$ cat src/ukct_pkg.sv
// ----------------------------------------------------------------------------
// ukct_pkg
// Shared widths, request and status codes, and the cell command and chain
// link types of the compacting key table.
// ----------------------------------------------------------------------------
package ukct_pkg;

    localparam int KEY_W     = 32;
    localparam int POS_W     = 6;
    localparam int ACT_W     = 3;
    localparam int ST_W      = 3;
    localparam int CNT_OUT_W = 7;
    localparam int POS_SPAN  = 2 ** POS_W;

    typedef enum logic [ACT_W-1:0] {
        ACT_ADD    = 3'd0,
        ACT_SEEK   = 3'd1,
        ACT_REMOVE = 3'd2,
        ACT_GET    = 3'd3,
        ACT_CLEAR  = 3'd4
    } t_action;

    typedef enum logic [ST_W-1:0] {
        ST_OK        = 3'd0,
        ST_ZERO_KEY  = 3'd1,
        ST_DUPLICATE = 3'd2,
        ST_FULL      = 3'd3,
        ST_NOT_FOUND = 3'd4,
        ST_RANGE     = 3'd5
    } t_status;

    typedef struct packed {
        logic match;
        logic shift;
        logic clear;
        logic add;
    } t_cell_cmd;

    typedef struct packed {
        logic             hit_seen;
        logic [POS_W-1:0] pos_acc;
        logic [KEY_W-1:0] val_acc;
    } t_link;

endpackage

$ cat src/ukct_cell.sv
// ----------------------------------------------------------------------------
// ukct_cell
// One table slot. Holds a key, flags a key match or a position select, merges
// its answer into the chain link and takes its right neighbor's key on remove.
// ----------------------------------------------------------------------------
module ukct_cell #(
    parameter int INDEX = 0,
    parameter int CNT_W = 7
) (
    input  logic                      i_clk,
    input  logic                      i_rst_n,
    input  ukct_pkg::t_cell_cmd       i_cmd,
    input  logic [ukct_pkg::KEY_W-1:0] i_key,
    input  logic [ukct_pkg::POS_W-1:0] i_pos,
    input  logic [CNT_W-1:0]          i_count,
    input  logic [ukct_pkg::KEY_W-1:0] i_next_value,
    input  ukct_pkg::t_link           i_link,
    output ukct_pkg::t_link           o_link,
    output logic [ukct_pkg::KEY_W-1:0] o_value
);

    localparam logic [ukct_pkg::POS_W-1:0] IDX_POS = ukct_pkg::POS_W'(INDEX);
    localparam logic [CNT_W-1:0]          IDX_CNT = CNT_W'(INDEX);
    localparam bit                        SELECTABLE = (INDEX < ukct_pkg::POS_SPAN);

    logic [ukct_pkg::KEY_W-1:0] r_value;
    logic                       r_hit;
    logic                       r_sel;
    logic                       n_prefix;

    assign n_prefix        = i_link.hit_seen | r_hit;
    assign o_link.hit_seen = n_prefix;
    assign o_link.pos_acc  = i_link.pos_acc | (r_hit ? IDX_POS : '0);
    assign o_link.val_acc  = i_link.val_acc | (r_sel ? r_value : '0);
    assign o_value         = r_value;

    always_ff @(posedge i_clk) begin
        if (!i_rst_n) begin
            r_value <= '0;
            r_hit   <= 1'b0;
            r_sel   <= 1'b0;
        end else begin
            if (i_cmd.match) begin
                r_hit <= (i_key != '0) && (r_value == i_key);
                r_sel <= SELECTABLE && (i_pos == IDX_POS);
            end
            priority if (i_cmd.clear) begin
                r_value <= '0;
            end else if (i_cmd.shift && n_prefix) begin
                r_value <= i_next_value;
            end else if (i_cmd.add && (i_count == IDX_CNT)) begin
                r_value <= i_key;
            end else begin
                r_value <= r_value;
            end
        end
    end

endmodule

$ cat config.mk
export PLATFORM = sky130hd
export DESIGN_NAME = ukct_cell
export DESIGN_NICKNAME = d
export VERILOG_FILES = /design/src/ukct_pkg.sv /design/src/ukct_cell.sv
export SDC_FILE = /design/constraint.sdc
export NUM_CORES = 1
export LEC_CHECK = 0
export ABC_CLOCK_PERIOD_IN_PS = 2300
export BUFFER_PORTS_ARGS = -buffer_cell sky130_fd_sc_hd__buf_2
export CAP_MARGIN = 20
export CORE_UTILIZATION = 42
export DETAILED_ROUTE_END_ITERATION = 12
export PLACE_DENSITY = 0.94
export SLEW_MARGIN = 20
export SYNTH_ARGS = -nofsm -noshare
export SYNTH_HDL_FRONTEND = slang
export SYNTH_SLANG_ARGS = --single-unit
$ cat constraint.sdc
create_clock -name i_clk -period 2.3 [get_ports i_clk]
set_input_delay 0.46 -clock i_clk [delete_from_list [all_inputs] [get_ports i_clk]]
set_output_delay 0.46 -clock i_clk [all_outputs]
set_load 0.1 [all_outputs]
Word level (Yosys, flattened, before mapping)
Cells that the tools add are included.

word-level totals
  input port bits = 122
  output and inout bits = 71
  register bits = 34
  word-level logic and storage cells = 18

cells by class
  mux-type cells = 3
  reductions and logical operators = 8
  equality and inequality tests = 1
  bitwise logic cells = 3

operators with widths
  kind                  count
  32-bit 2-to-1 mux     3
  32-bit equality test  1
  32-bit OR             1
  32-bit nonzero test   1
  7-bit logical NOT     1
  6-bit logical NOT     1
  1-bit logical AND     3
  2-bit nonzero test    1
  2-bit OR reduction    1
  1-bit inverter        1
  1-bit OR              1

Depth between registers and ports, before layout
  depth in word-level cells = 4
  depth in mapped cells = 5
  depth with buffers taken out = 5

Worst setup path after synthesis
No wires, ideal clock.

  path kind = register to output
  start = register r_value (netlist bit o_value[12])
  end = output port o_link[12] (netlist name)
  stages on the path, launching flop included = 2
  path slack = 0.074 ns
  required time = 1.840 ns
  data arrival time = 1.766 ns
  buffers on the path = 0
  path through = dfxtp_1 -> a21o_1

RTL lines
  element                   RTL line         RTL
  start: declaration        ukct_cell.sv:26  logic [ukct_pkg::KEY_W-1:0] r_value;
  start signal: assignment  ukct_cell.sv:50  r_value <= i_next_value;
  start signal: assignment  ukct_cell.sv:52  r_value <= i_key;
  start signal: assignment  ukct_cell.sv:54  r_value <= r_value;
  end: declaration          ukct_cell.sv:18  output ukct_pkg::t_link o_link,

==> results.tsv <==
stage	metric	value	unit
floorplanning	initial core utilization	44.2	%
logic_synthesis	share of the synthesized area in the top cell type	29.8	%
timing	clk_skew	4.85	ps
timing	RSZ-0062 raised after global routing	no	
cells_and_area	ANT cells	0	
timing	worst-margin pin slew	666	ps
logic_synthesis	synth warn	0	
timing	total negative setup slack	0	ps
floorplanning	num ports	193	
power_and_ir_drop	Worst IR Drop VDD	0.332	mV
worst_setup_path	Setup crit end	o_link[38]	
drt	DR pass1 iterations	4	
placed_design	Post-DP HPWL	6.60	mm
power_and_ir_drop	leak pwr	2.04	nW
worst_setup_path	crit path max-delay cell type	buf_2	
worst_hold_path	hold crit path type	in2reg	
grt	largest net degree at the start of global routing	65	
logic_synthesis	ys flop type	dfxtp_1	
floorplanning	die height	75.8	µm
clocking	number of buffers created by CTS	5	
drt	post-route ant nets	0	
clocking	Worst-Skew Late Latency	280	ps
clocking	post-CTS sizing	0	
grt	global-route wire length before repair	11.8	mm
cells_and_area	Syn-to-layout area delta	62.0	%
timing	headroom to the max-slew limit	55.6	%
worst_setup_path	startpoint types	register	
floorplanning	die width	75.8	µm
placed_design	Place WS	367	ps
logic_synthesis	register area share after synthesis	29.8	%
drt	Detailed Route Iter0 Violations	67	
floorplanning	# rows	26	
placed_design	Placement Cell Area	0.00363	mm²
clocking	Root Driver	clkbuf_8	
drt	DR vias/cell	5.35	
logic_synthesis	EDFF count, synth	0	
clocking	CTS tree	done	
logic_synthesis	synth unique cells	23	
worst_setup_path	Critical Path Fanout Max	2	
timing	final worst path period share	74.6	%
logic_synthesis	Synth Register Bits	34	
logic_synthesis	Mean Syn Cell Area	9.03	µm²
drt	routed via count	2629	
timing	min cycle time layout	1720	ps
timing	Final WS setup	584	ps
cells_and_area	final instance area	0.00370	mm²
worst_setup_path	CP Depth	2	
drt	residual DRC count	0	
worst_setup_path	worst r2r path cells	4	
worst_setup_path	reg2reg start	r_hit	
status	outcome	complete, no violations	
floorplanning	Die ar.	0.00574	mm²
placed_design	Placer Congestion	0.710	
clocking	clk slew on worst S/H paths	70	ps
logic_synthesis	Cells after Synth	253	
worst_setup_path	critical path endpoint category	output port	
power_and_ir_drop	total power	1.84	mW
clocking	# clock sinks	34	
job	Max-Cap Viols	0	
timing	Final Max Tran Viols	0	
grt	gr usage total	28.0	%
grt	initial antenna violation count	0	
worst_setup_path	worst endpoint required time	1840	ps
worst_setup_path	Worst R2R End	o_value[31]	
timing	Achievable Freq	583	MHz
worst_setup_path	crit path cell chain	or2_1, buf_2	
timing	hold slack	464	ps
timing	final setup fails	0	
worst_setup_path	R2R Setup Slk	690	ps
timing	final hold vios	0	
worst_setup_path	CP Class	reg2out	
clocking	Max clock buf depth	2	
clocking	Setup Fix Bufs, Post-CTS	0	
clocking	H-tree depth	2	
worst_setup_path	CP top delay family	buffers and inverters	
worst_hold_path	hold depth	3	
logic_synthesis	largest area contributor in the netlist	dfxtp_1	
floorplanning	Placeable Area	0.00517	mm²
clocking	Post-CTS Hold Fix Bufs	0	
logic_synthesis	Synth async-reset ratio	0	%
cells_and_area	layout cell share with drive strength beyond 1	45.8	%
worst_setup_path	crit path buf inv count	1	
grt	GR Overflow Total	0	
drt	DRT Wirelength	8.29	mm
logic_synthesis	Post-Syn Area	0.00228	mm²
worst_setup_path	CP arrival	1260	ps
logic_synthesis	Mapped Nets	375	
power_and_ir_drop	PwrDens	498	mW/mm²
logic_synthesis	synth top area cells	dfxtp_1, mux2i_1, a211oi_1, a21o_1, xnor2_1	
worst_setup_path	Worst Setup SP	r_hit	
worst_setup_path	Crit path largest cell delay	450	ps
cells_and_area	Nets	543	
grt	vias in the first global route	2525	
placed_design	buffers added on ports	180	
drt	Routed WL per cell	16.9	µm
[cell usage in the layout (no fill, tap or decap)]
cell type,n
nor2_1,34
o21ai_0,2
nand2_4,1
buf_4,4
nor4_2,1
nor4_1,12
or2_1,1
nor4b_4,1
a211oi_1,32
dfxtp_1,34
clkbuf_1,2
nand2b_1,2
a21boi_0,1
a21o_1,32
nor3_1,1
clkbuf_8,5
xor2_1,11
buf_2,148
nand3_1,2
nand3b_1,1
mux2i_1,32
nand2_2,1
xnor2_1,21
buf_12,32
nand4_1,8
[cells in the mapped netlist, types with 6 or more instances]
cell and count:
a211oi_1 32, a21o_1 32, buf_4 7, buf_6 6, clkbuf_1 10, dfxtp_1 34, mux2i_1 32, nand4_1 8
nor2_1 34, nor4_1 12, xnor2_1 21, xor2_1 11
[layout make-up]
class,instances,area [µm²]
Tap cell,70,87.6
Timing Repair Buffer,184,1410
Sequential cell,34,681
Multi-Input combinational cell,196,1450
Fill cell,409,1470
Clock buffer,7,76.3
[sequential cells by signal, indices dropped and copies added, names as in the netlist]
name     count
r_hit        1
r_sel        1
o_value     32
[worst min-delay path by stage]
| stage | startpoint | endpoint | slack, ps |
|---|---|---|---|
| 3_3_place_gp | r_hit | r_hit | 490 |
| 4_1_cts | i_next_value[15] | o_value[15] | 460 |
| 3_5_place_dp | r_hit | r_hit | 520 |
| 6_report | i_next_value[27] | o_value[27] | 460 |
| 5_1_grt | i_next_value[11] | o_value[11] | 460 |
| 2_1_floorplan | r_hit | r_hit | 440 |
[per-stage QoR]
stage / instances / utilization [%]
finish: 491 / 71.6
CTS: 491 / 71.6
global placement: 484 / 70.1
floorplan: 253 / -
global route: 491 / 71.6
detailed placement: 484 / 70.1
[per-layer routing]
metal,GRT usage (%),vias up,wire length [µm]
met5,0,-,0
li1,-,1256,-
met2,53.4,124,4550
met4,9.47,0,129
met3,4.89,14,560
met1,30.9,1235,3050
[tightest hold or removal path, cell delays in order]
cell	delay, ps
buf_2	90
nor2_1	90
a211oi_1	50
[report_power, final]
part	switching (mW)	internal [mW]	leakage, nW	total [mW]
Sequential	0.0234	0.608	0.277	0.631
Clock	0.208	0.209	0.0383	0.416
Combinational	0.532	0.265	1.73	0.797
[cell families (layout without fill, tap and decap cells)]
kind of cell              after synthesis  count (layout)  synth area share [%]
AOI/OAI and AO/OA                      67              67                  21.8
and+or+nand+nor                        65              65                  15.2
DFF                                    34              34                  29.8
xor gates and xnor gates               32              32                  12.3
muxes                                  32              32                  14.0
buffers and inverters                  23             191                  6.90
Note: power is estimated with default switching activity, not from simulation.
